## config.mk

```make
export PLATFORM = sky130hd
export DESIGN_NAME = rgb_linear_fade_engine
export DESIGN_NICKNAME = d
export VERILOG_FILES = /design/src/design/rlfe_pkg.sv /design/src/design/rlfe_ctrl.sv /design/src/design/rlfe_dp.sv /design/src/design/rgb_linear_fade_engine.sv
export SDC_FILE = /design/constraint.sdc
export NUM_CORES = 2
export LEC_CHECK = 0
export ABC_AREA = 1
export BUFFER_PORTS_ARGS = -buffer_cell sky130_fd_sc_hd__buf_4
export CORE_UTILIZATION = 45
export CTS_BUF_LIST = sky130_fd_sc_hd__clkbuf_2 sky130_fd_sc_hd__clkbuf_4 sky130_fd_sc_hd__clkbuf_8
export DETAILED_ROUTE_END_ITERATION = 8
export PLACE_DENSITY_LB_ADDON = 0.12
export SLEW_MARGIN = 20
export SYNTH_ARGS = -nofsm -noshare
export SYNTH_HDL_FRONTEND = slang
export SYNTH_SLANG_ARGS = --single-unit
```

## constraint.sdc

```tcl
create_clock -name clk_i -period 12.6 [get_ports clk_i]
set_input_delay 1.26 -clock clk_i [delete_from_list [all_inputs] [get_ports clk_i]]
set_output_delay 1.26 -clock clk_i [all_outputs]
set_load 0.01 [all_outputs]
```

## src/design/rlfe_pkg.sv

```systemverilog
// Shared types and constants for the linear RGB fade engine.
// Used by the controller, the datapath and the top level.
package rlfe_pkg;

  // Item mode codes
  localparam logic [2:0] ModeTick  = 3'd0;
  localparam logic [2:0] ModeAll   = 3'd1;
  localparam logic [2:0] ModeRed   = 3'd2;
  localparam logic [2:0] ModeGreen = 3'd3;
  localparam logic [2:0] ModeBlue  = 3'd4;

  localparam int unsigned NumChan  = 3;
  localparam int unsigned TimeW    = 32;
  localparam int unsigned DivW     = TimeW + 8;
  localparam int unsigned DivSteps = 9;
  localparam int unsigned CntW     = $clog2(DivSteps);
  localparam logic [7:0]  FullProg = 8'hFF;

  typedef struct packed {
    logic [2:0]       mode;
    logic [TimeW-1:0] now_ms;
    logic [7:0]       target_red;
    logic [7:0]       target_green;
    logic [7:0]       target_blue;
    logic [TimeW-1:0] fade_length;
    logic [7:0]       external_progress;
  } in_t;

  typedef struct packed {
    logic       accepted;
    logic       busy_res;
    logic [7:0] red_level;
    logic [7:0] green_level;
    logic [7:0] blue_level;
  } out_t;

  // Controller to datapath
  typedef struct packed {
    logic load_in;
    logic eval;
    logic apply_req;
    logic load_ext;
    logic div_init;
    logic div_step;
    logic prog_div;
    logic scale;
    logic apply;
    logic load_out;
  } cmd_t;

  // Datapath to controller
  typedef struct packed {
    logic is_req;
    logic fading;
    logic len_zero;
  } status_t;

  typedef enum logic [7:0] {
    StIdle   = 8'b0000_0001,
    StEval   = 8'b0000_0010,
    StMul    = 8'b0000_0100,
    StDiv    = 8'b0000_1000,
    StProg   = 8'b0001_0000,
    StScale  = 8'b0010_0000,
    StApply  = 8'b0100_0000,
    StResult = 8'b1000_0000
  } state_e;

endpackage

```

## src/design/rlfe_ctrl.sv

```systemverilog
// Sequencing state machine for the fade engine.
// Depends on rlfe_pkg; drives rlfe_dp through cmd_t and reads status_t.
module rlfe_ctrl
  import rlfe_pkg::*;
(
  input  logic    clk_i,
  input  logic    rst_ni,
  input  logic    in_valid_i,
  output logic    in_ready_o,
  output logic    out_valid_o,
  input  logic    out_ready_i,
  input  status_t status_i,
  output cmd_t    cmd_o
);

  state_e          state_q, state_d;
  logic [CntW-1:0] cnt_q, cnt_d;
  logic            out_valid_q, out_valid_d;

  // Next state and commands
  always_comb begin
    state_d     = state_q;
    cnt_d       = cnt_q;
    cmd_o       = '0;
    out_valid_d = out_valid_q && !out_ready_i;
    case (state_q)
      StIdle: begin
        if (in_valid_i) begin
          cmd_o.load_in = 1'b1;
          state_d       = StEval;
        end
      end
      StEval: begin
        cmd_o.eval = 1'b1;
        if (status_i.is_req) begin
          cmd_o.apply_req = !status_i.fading;
          state_d         = StResult;
        end else if (!status_i.fading) begin
          state_d = StResult;
        end else if (status_i.len_zero) begin
          cmd_o.load_ext = 1'b1;
          state_d        = StScale;
        end else begin
          state_d = StMul;
        end
      end
      StMul: begin
        cmd_o.div_init = 1'b1;
        cnt_d          = CntW'(DivSteps - 1);
        state_d        = StDiv;
      end
      StDiv: begin
        cmd_o.div_step = 1'b1;
        if (cnt_q == '0) begin
          state_d = StProg;
        end else begin
          cnt_d = cnt_q - 1'b1;
        end
      end
      StProg: begin
        cmd_o.prog_div = 1'b1;
        state_d        = StScale;
      end
      StScale: begin
        cmd_o.scale = 1'b1;
        state_d     = StApply;
      end
      StApply: begin
        cmd_o.apply = 1'b1;
        state_d     = StResult;
      end
      StResult: begin
        // hold until the output register is free
        if (!out_valid_q || out_ready_i) begin
          cmd_o.load_out = 1'b1;
          out_valid_d    = 1'b1;
          state_d        = StIdle;
        end
      end
      default: begin
        state_d = StIdle;
      end
    endcase
  end

  always_ff @(posedge clk_i or negedge rst_ni) begin
    if (!rst_ni) begin
      state_q     <= StIdle;
      cnt_q       <= '0;
      out_valid_q <= 1'b0;
    end else begin
      state_q     <= state_d;
      cnt_q       <= cnt_d;
      out_valid_q <= out_valid_d;
    end
  end

  assign in_ready_o  = (state_q == StIdle);
  assign out_valid_o = out_valid_q;

endmodule

```

## src/design/rlfe_dp.sv

```systemverilog
// Datapath of the fade engine: colour state, serial progress divider,
// per-channel scaling and the output register. Depends on rlfe_pkg.
module rlfe_dp
  import rlfe_pkg::*;
(
  input  logic    clk_i,
  input  logic    rst_ni,
  input  in_t     in_data_i,
  input  cmd_t    cmd_i,
  output status_t status_o,
  output out_t    out_data_o
);

  // Architectural state
  logic [NumChan-1:0][7:0] start_q, start_d;
  logic [NumChan-1:0][7:0] cur_q, cur_d;
  logic [NumChan-1:0][7:0] tgt_q, tgt_d;
  logic [NumChan-1:0][8:0] diff_q, diff_d;
  logic [TimeW-1:0]        start_ms_q, start_ms_d;
  logic [TimeW-1:0]        len_q, len_d;
  logic                    fading_q, fading_d;

  // Working registers
  in_t                      item_q;
  logic                     acc_q;
  logic [DivW-1:0]          rem_q;
  logic [DivW-1:0]          dv_q;
  logic [DivSteps-1:0]      quo_q;
  logic [7:0]               prog_q;
  logic [NumChan-1:0][17:0] prod_q;
  out_t                     out_q;

  logic [NumChan-1:0]      sel;
  logic [NumChan-1:0][7:0] req_tgt;
  logic [TimeW-1:0]        elapsed;
  logic                    ge;

  // Decode the item
  always_comb begin
    case (item_q.mode)
      ModeAll:   sel = 3'b111;
      ModeRed:   sel = 3'b001;
      ModeGreen: sel = 3'b010;
      ModeBlue:  sel = 3'b100;
      default:   sel = 3'b000;
    endcase
  end

  assign req_tgt[0] = item_q.target_red;
  assign req_tgt[1] = item_q.target_green;
  assign req_tgt[2] = item_q.target_blue;

  assign status_o.is_req   = (item_q.mode inside {[ModeAll:ModeBlue]});
  assign status_o.fading   = fading_q;
  assign status_o.len_zero = (len_q == '0);

  // Latch the item and run the divider
  assign elapsed = item_q.now_ms - start_ms_q;
  assign ge      = (rem_q >= dv_q);

  always_ff @(posedge clk_i) begin
    if (cmd_i.load_in) begin
      item_q <= in_data_i;
    end
    if (cmd_i.eval) begin
      acc_q <= cmd_i.apply_req;
    end
    if (cmd_i.div_init) begin
      // elapsed * 255 as (elapsed << 8) - elapsed
      rem_q <= {elapsed, 8'h00} - {8'h00, elapsed};
      dv_q  <= {len_q, 8'h00};
      quo_q <= '0;
    end else if (cmd_i.div_step) begin
      if (ge) begin
        rem_q <= rem_q - dv_q;
      end
      dv_q  <= {1'b0, dv_q[DivW-1:1]};
      quo_q <= {quo_q[DivSteps-2:0], ge};
    end
    if (cmd_i.load_ext) begin
      prog_q <= item_q.external_progress;
    end else if (cmd_i.prog_div) begin
      // saturate at full progress
      prog_q <= quo_q[DivSteps-1] ? FullProg : quo_q[7:0];
    end
    if (cmd_i.scale) begin
      for (int c = 0; c < NumChan; c++) begin
        prod_q[c] <= 18'($signed(diff_q[c]) * $signed({1'b0, prog_q}));
      end
    end
    if (cmd_i.load_out) begin
      out_q.accepted    <= acc_q;
      out_q.busy_res    <= fading_q;
      out_q.red_level   <= cur_q[0];
      out_q.green_level <= cur_q[1];
      out_q.blue_level  <= cur_q[2];
    end
  end

  // Update the colour state
  always_comb begin
    logic       neg;
    logic [16:0] mag;
    logic [16:0] sum;
    logic [7:0]  quot;
    logic [9:0]  step;
    logic [9:0]  val;
    logic        any_diff;

    start_d    = start_q;
    cur_d      = cur_q;
    tgt_d      = tgt_q;
    diff_d     = diff_q;
    start_ms_d = start_ms_q;
    len_d      = len_q;
    fading_d   = fading_q;
    any_diff   = 1'b0;
    neg        = 1'b0;
    mag        = '0;
    sum        = '0;
    quot       = '0;
    step       = '0;
    val        = '0;

    if (cmd_i.apply_req) begin
      for (int c = 0; c < NumChan; c++) begin
        start_d[c] = cur_q[c];
        if (sel[c]) begin
          tgt_d[c]  = req_tgt[c];
          diff_d[c] = 9'({2'b00, req_tgt[c]} - {2'b00, cur_q[c]});
        end else begin
          diff_d[c] = '0;
        end
        any_diff = any_diff | (diff_d[c] != '0);
      end
      start_ms_d = item_q.now_ms;
      len_d      = item_q.fade_length;
      fading_d   = any_diff;
    end else if (cmd_i.apply) begin
      for (int c = 0; c < NumChan; c++) begin
        // divide by 255 toward zero: (a + (a >> 8) + 1) >> 8 for a <= 65025
        neg  = prod_q[c][17];
        mag  = neg ? 17'(-prod_q[c]) : prod_q[c][16:0];
        sum  = mag + {8'h00, mag[16:8]} + 17'd1;
        quot = sum[15:8];
        step = neg ? 10'(-{2'b00, quot}) : {2'b00, quot};
        val  = {2'b00, start_q[c]} + step;
        cur_d[c] = val[7:0];
      end
      if (prog_q == FullProg) begin
        fading_d   = 1'b0;
        cur_d      = tgt_q;
        start_ms_d = '0;
        len_d      = '0;
      end
    end
  end

  always_ff @(posedge clk_i or negedge rst_ni) begin
    if (!rst_ni) begin
      start_q    <= '0;
      cur_q      <= '0;
      tgt_q      <= '0;
      diff_q     <= '0;
      start_ms_q <= '0;
      len_q      <= '0;
      fading_q   <= 1'b0;
    end else begin
      start_q    <= start_d;
      cur_q      <= cur_d;
      tgt_q      <= tgt_d;
      diff_q     <= diff_d;
      start_ms_q <= start_ms_d;
      len_q      <= len_d;
      fading_q   <= fading_d;
    end
  end

  assign out_data_o = out_q;

endmodule

```

## src/design/rgb_linear_fade_engine.sv

```systemverilog
// Linear RGB fade engine, top level.
// Requests and idle ticks go from evaluation to the result; other ticks are
// scaled and applied first, a timed tick after the serial progress divider.
// Throughput: one item at a time; the next item is taken once the result is
// in the output register. Reset clears the colour, the fade state and valids.
module rgb_linear_fade_engine
  import rlfe_pkg::*;
(
  input  logic clk_i,
  input  logic rst_ni,
  input  logic in_valid_i,
  output logic in_ready_o,
  input  in_t  in_data_i,
  output logic out_valid_o,
  input  logic out_ready_i,
  output out_t out_data_o
);

  cmd_t    cmd;
  status_t status;

  rlfe_ctrl u_ctrl (
    .clk_i      (clk_i),
    .rst_ni     (rst_ni),
    .in_valid_i (in_valid_i),
    .in_ready_o (in_ready_o),
    .out_valid_o(out_valid_o),
    .out_ready_i(out_ready_i),
    .status_i   (status),
    .cmd_o      (cmd)
  );

  rlfe_dp u_dp (
    .clk_i     (clk_i),
    .rst_ni    (rst_ni),
    .in_data_i (in_data_i),
    .cmd_i     (cmd),
    .status_o  (status),
    .out_data_o(out_data_o)
  );

endmodule

```

# --- Yosys cells after proc, flatten, opt, wreduce, memory -nomap -nowiden ---
# Index checks and enable logic that the tools add are counted.
totals:
  ff_bits: 454
  in_bits: 103
  out_inout_bits: 28
  wordCells: 166
classes:
  add_sub_neg: 22
  mul: 3
  order_cmp: 3
  n_eq_ne: 17
  muxes: 54
  bitwise_logic: 3
  n_reduce_logical: 25
op_table:
  columns: ["operator", "n"]
  rows:
  - ["$mux W40", 5]
  - ["$mux W32", 4]
  - ["$mux W8", 11]
  - ["$pmux W8 S8", 1]
  - ["$mul A9 B9 Y18", 3]
  - ["$mux W9", 6]
  - ["$mux W17", 3]
  - ["$neg A17 Y17", 3]
  - ["$add A16 B1 Y16 const B", 3]
  - ["$add A16 B9 Y16", 3]
  - ["$ge A40 B40 Y1", 1]
  - ["$sub A40 B32 Y40", 1]
  - ["$sub A40 B40 Y40", 1]
  - ["$logic_not A32 Y1", 1]
  - ["$sub A32 B32 Y32", 1]
  - ["$reduce_bool A9 Y1", 3]
  - ["$sub A8 B8 Y9", 3]
  - ["$add A8 B8 Y8", 3]
  - ["$mux W24", 1]
  - ["$neg A8 Y8", 3]
  - ["$mux W1", 18]
  - ["$eq A8 B8 Y1 const B", 2]
  - ["$reduce_and A2 Y1", 7]
  - ["$pmux W3 S4", 1]
  - ["other kinds (27)", 39]

# --- Longest topological paths before layout ---
depth:
  ltp_word: 10
  depth_mapped: 37
  ltp_nobuf: 37

# --- By module ---
# Synthesis repeated with hierarchy kept, for this count alone.
unflattened:
  hier_cells: 4448
  area_unflattened_um2: 36211.0
modules_own_cells:
  columns: ["mod", "instances", "cells_each", "area_per_inst_um2", "seq_area_each_um2"]
  rows:
  - ["rlfe_dp", 1, 4341, 35363.9, 12251.8]
  - ["rlfe_ctrl", 1, 107, 847.1, 326.6]

# --- Least setup slack after synthesis ---
# Ideal clock, no wire load.
synth_path:
  path_kind: "flip-flop to flip-flop"
  from: "reg u_ctrl.state_q[2]"
  to: "reg u_ctrl.state_q[0]"
  setup_time_ns: 0.283
  t_arrival_ns: 6.436
  required_time_ns: 12.317
  slack_ns: 5.880
  path_stages_with_launch: 7
  n_path_buf: 0
  period_less_slack_ns: 6.720
  cell_sequence: "dfrtp_1 -> nor2_1 -> inv_1 -> nor2_1 -> inv_1 -> nor4_1 -> o41ai_1"
synth_between:
  elab_chain_len: 3
  elab_cells_between_ends: 13
  cone_classes: "eq/ne (11); mux (1); reduce/logical (1)"
synth_lines:
  columns: ["item", "line", "source"]
  rows:
  - ["start: declaration", "rlfe_ctrl.sv:16", "state_e state_q, state_d;"]
  - ["start signal: assignment", "rlfe_ctrl.sv:88", "state_q <= StIdle;"]
  - ["start signal: assignment", "rlfe_ctrl.sv:92", "state_q <= state_d;"]
  - ["$eq A8 B8 Y1, or another cell as far along", "rlfe_ctrl.sv:26", "case (state_q)"]
  - ["$ne A2 B1 Y1 (no source line) or $ne A2 B2 Y1 (tied branches)", null, null]
  - ["$reduce_and A3 Y1 (no source line)", null, null]
# Parallel ways exist; a longest one is shown, timed or not.
# A chain may end at the register's enable or synchronous reset.

# --- Final worst setup path ---
layout_path:
  from: "reg u_dp.diff_q[15] (netlist bit)"
  to: "reg u_dp.prod_q[35] (netlist bit) (data pin)"
layout_between:
  elab_chain_len: 1
layout_lines:
  columns: ["item", "line", "source"]
  rows:
  - ["start: declaration", "rlfe_dp.sv:18", "logic [NumChan-1:0][8:0] diff_q, diff_d;"]
  - ["start signal: assignment", "rlfe_dp.sv:172", "diff_q <= diff_d;"]
  - ["$mul A9 B9 Y18", "rlfe_dp.sv:88", "prod_q[c] <= 18'($signed(diff_q[c]) * $signed({1'b0, prog_q}));"]
  - ["end signal: indexed assignment", "rlfe_dp.sv:88", null]
  - ["end: declaration", "rlfe_dp.sv:30", "logic [NumChan-1:0][17:0] prod_q;"]
# Every way passes these cells.

==> impl_metrics.toml <==
[run_status]
outcome = "complete, no violations"

[pwr]
ir_drop_uv = 314
total_power_mw = 10.2
p_leak_nw = 20.4
powerDensity_nw_per_um2 = 255

[floorplan]
start_util = 0.456
dieHeight_um = 285
io_pins = 131
num_rows = 103
die_w_um = 285
die_area_um2 = 81500
core_area_um2 = 79300

[yosys]
yosys.area_share.adder = 0.199
synth_xor_area_frac = 0.0364
synthTopCellsByCount = "nand2_1 (1020), inv_1 (917), o21ai_0 (299)"
avgSynthCellArea_um2 = 8.03
syn_inst = 4505
synth-simple-area-share = 0.187
yosys.area.top_type_share = 0.216
syn-cell-area_um2 = 36200
ys.flop_type = "edfxtp_1"
synth.net_count = 5069
yosysWarnings = 0
yosysSeqAreaShare = 0.348
synth-seq-cells = 454
synth_most_common_cell = "nand2_1"
ys_types = 58
synthMuxAreaShare = 0.00654
ys_async_sr_fraction = 0.390
synth_top_family_by_area = "adder cells"
synthTopCellsByArea = "edfxtp_1 (22%), dfrtp_1 (12%), nand2_1 (11%)"
synth_edf_count = 260
synth_compound_area_frac = 0.115
synth_top_area_cell = "edfxtp_1"

[routing]
wl_per_cell_um = 16.0
drcViolationCount = 0
ant_nets = 0
drtIter0Drc = 1515
vias = 28900
first_pass_iters = 6
totalWireLength_mm = 92.0
vias_per_cell = 5.01

[min_path]
min_from = "u_dp.cur_q[22]"
min-delay-path-class = "flop to flop"
whs_endpoint = "u_dp.out_data_o[6]"
hold_path_depth = 0

[placement]
dp_slack_ps = 7470
place.detailed.hpwl_mm = 71.6
port_buffers = 130
place_inst = 5597
gp_congestion = 0.898
post_dp_cell_area_um2 = 38300

[sta]
finalSetupViolations = 0
worst_slack_ps = 7520
period_share = 0.403
slew_headroom = 0.316
hold_violations = 0
finClkSkew_ps = 61.1
period_minus_slack_ps = 5080
rsz0062_at_grt = "false"
slew_viol_final = 0
hold_ws_ps = 420
tightest_slew_ps = 1020
fmax_ghz = 0.197
finalSetupTns_ps = 0

[setup_path]
r2r_slack_ps = 7520
critPathKind = "flop to flop"
r2r-start = "u_dp.diff_q[15]"
setup.worst_path.start_class = "flop"
cp.required_ps = 13010
end_kind = "flop"
cpMaxStageDelayCell = "dfrtp_1"
cpMostUsedCell = "nand2_1"
cp.depth = 25
crit_family = "adder cells"
worst-path-buf-inv = 4
worst_ep_arrival_time_ps = 5490
timing.rr.end = "u_dp.prod_q[35]"
worst-path-max-fanout = 9
reg2reg_depth = 25
slowest_delay_ps = 610

[clocking]
htreeDepth = 3
cts_buffers = 83
clk_latency_ps = 700
clkTransAtPathRegs_ps = 60
clockBufferDepth = 3
post-cts-setup-buffers = 0
cts-resized-gates = 0
cts_tree = "built"
holdBufCountCts = 0
cts_root_buffer = "clkbuf_8"
cts_num_sinks = 454

[global_route]
grt.total_usage = 0.230
grt_max_degree = 95
grt_pass1_vias = 28900
grt_first_pass_wirelength_mm = 150
antenna_found_initial = 2
overflow = 0

[cells_and_area]
drive_gt1_frac = 0.0921
syn_to_final_growth_pct = 10.9
multi_input_area_um2 = 19700
final_util = 0.506
seq_area_um2 = 12600
stdcell_count = 5754
fillCellCount = 7751
nets = 5197
postLayoutCellArea_um2 = 40100

[run]
maxCapViolCount = 0
power by group:
part           internal [mW]  total (mW)  leakage [nW]  switching [mW]
clock                  0.861        1.51         0.948           0.654
combinational           2.27        6.36          14.5            4.09
sequential              2.08        2.37          4.92           0.286
layer usage:
metal | track usage | up-vias | wire, µm | share of wire
li1 | - | 14600 | - | -
met1 | 0.278 | 13600 | 39100 | 0.42
met2 | 0.430 | 443 | 48000 | 0.52
met3 | 0.0234 | 125 | 2640 | 0.029
met4 | 0.0636 | 0 | 2270 | 0.025
met5 | 0 | - | 0 | 0
state kept, by name (all words and copies together), names as in the netlist, 26 cells and up:
name and cells:
u_dp.diff_q 27, u_dp.dv_q 40, u_dp.item_q 99, u_dp.len_q 32, u_dp.out_data_o 26, u_dp.prod_q 54, u_dp.rem_q 40, u_dp.start_ms_q 32
logic make-up (layout without fill, tap and decap cells):
logic type / after synthesis / in the layout
AOI/OAI and AO/OA: 751 / 751
xor gates and xnor gates: 146 / 146
adders and majority gates: 461 / 461
buffers and inverters: 1046 / 1242
DFF: 454 / 454
muxes: 21 / 21
other: 0 / 3
and+or+nand+nor: 1626 / 1626
placed cells by master, fill, tap and decap left out, types with 12 or more instances in the layout:
cell / Yosys / final
nand2_1: 1020 / 1018
inv_1: 917 / 917
o21ai_0: 299 / 299
nor2_1: 274 / 273
ha_1: 273 / 273
edfxtp_1: 260 / 260
a21oi_1: 256 / 255
fa_1: 188 / 188
dfrtp_1: 176 / 176
nand3_1: 171 / 170
buf_4: 0 / 157
clkbuf_8: 0 / 96
xor2_1: 90 / 90
xnor2_1: 51 / 51
o22ai_1: 40 / 40
a31oi_1: 34 / 34
nand4_1: 31 / 31
clkbuf_4: 0 / 29
nand2_2: 25 / 27
or2_2: 24 / 24
nor3_1: 23 / 23
mux2_2: 21 / 21
o21ai_1: 20 / 19
nor4_1: 20 / 19
dfxtp_1: 17 / 17
o21a_1: 16 / 16
o21bai_1: 15 / 15
a21o_1: 14 / 14
nand3b_1: 13 / 13
o211ai_1: 12 / 12
layout make-up:
class,instances,share of cell area
flip-flops and latches,454,0.314
repair buffers,159,0.0304
multi-input cells,3005,0.491
clock buffers,124,0.0380
diodes,3,0.000187
clock inverters,29,0.00665
well taps,1050,0.0328
inverters,930,0.0871
how the worst max path moves through the flow:
stage | start | to | slack, ps
3_5_place_dp | u_dp.prog_q[0] | u_dp.prod_q[35] | 7470
3_3_place_gp | u_dp.prog_q[0] | u_dp.prod_q[34] | 7580
2_1_floorplan | u_ctrl.state_q[2] | u_ctrl.state_q[0] | 5880
4_1_cts | u_dp.diff_q[15] | u_dp.prod_q[35] | 7480
5_1_grt | u_dp.prod_q[36] | u_dp.cur_q[23] | 7020
6_report | u_dp.diff_q[15] | u_dp.prod_q[35] | 7520
Note: power is estimated with default switching activity, not from simulation.
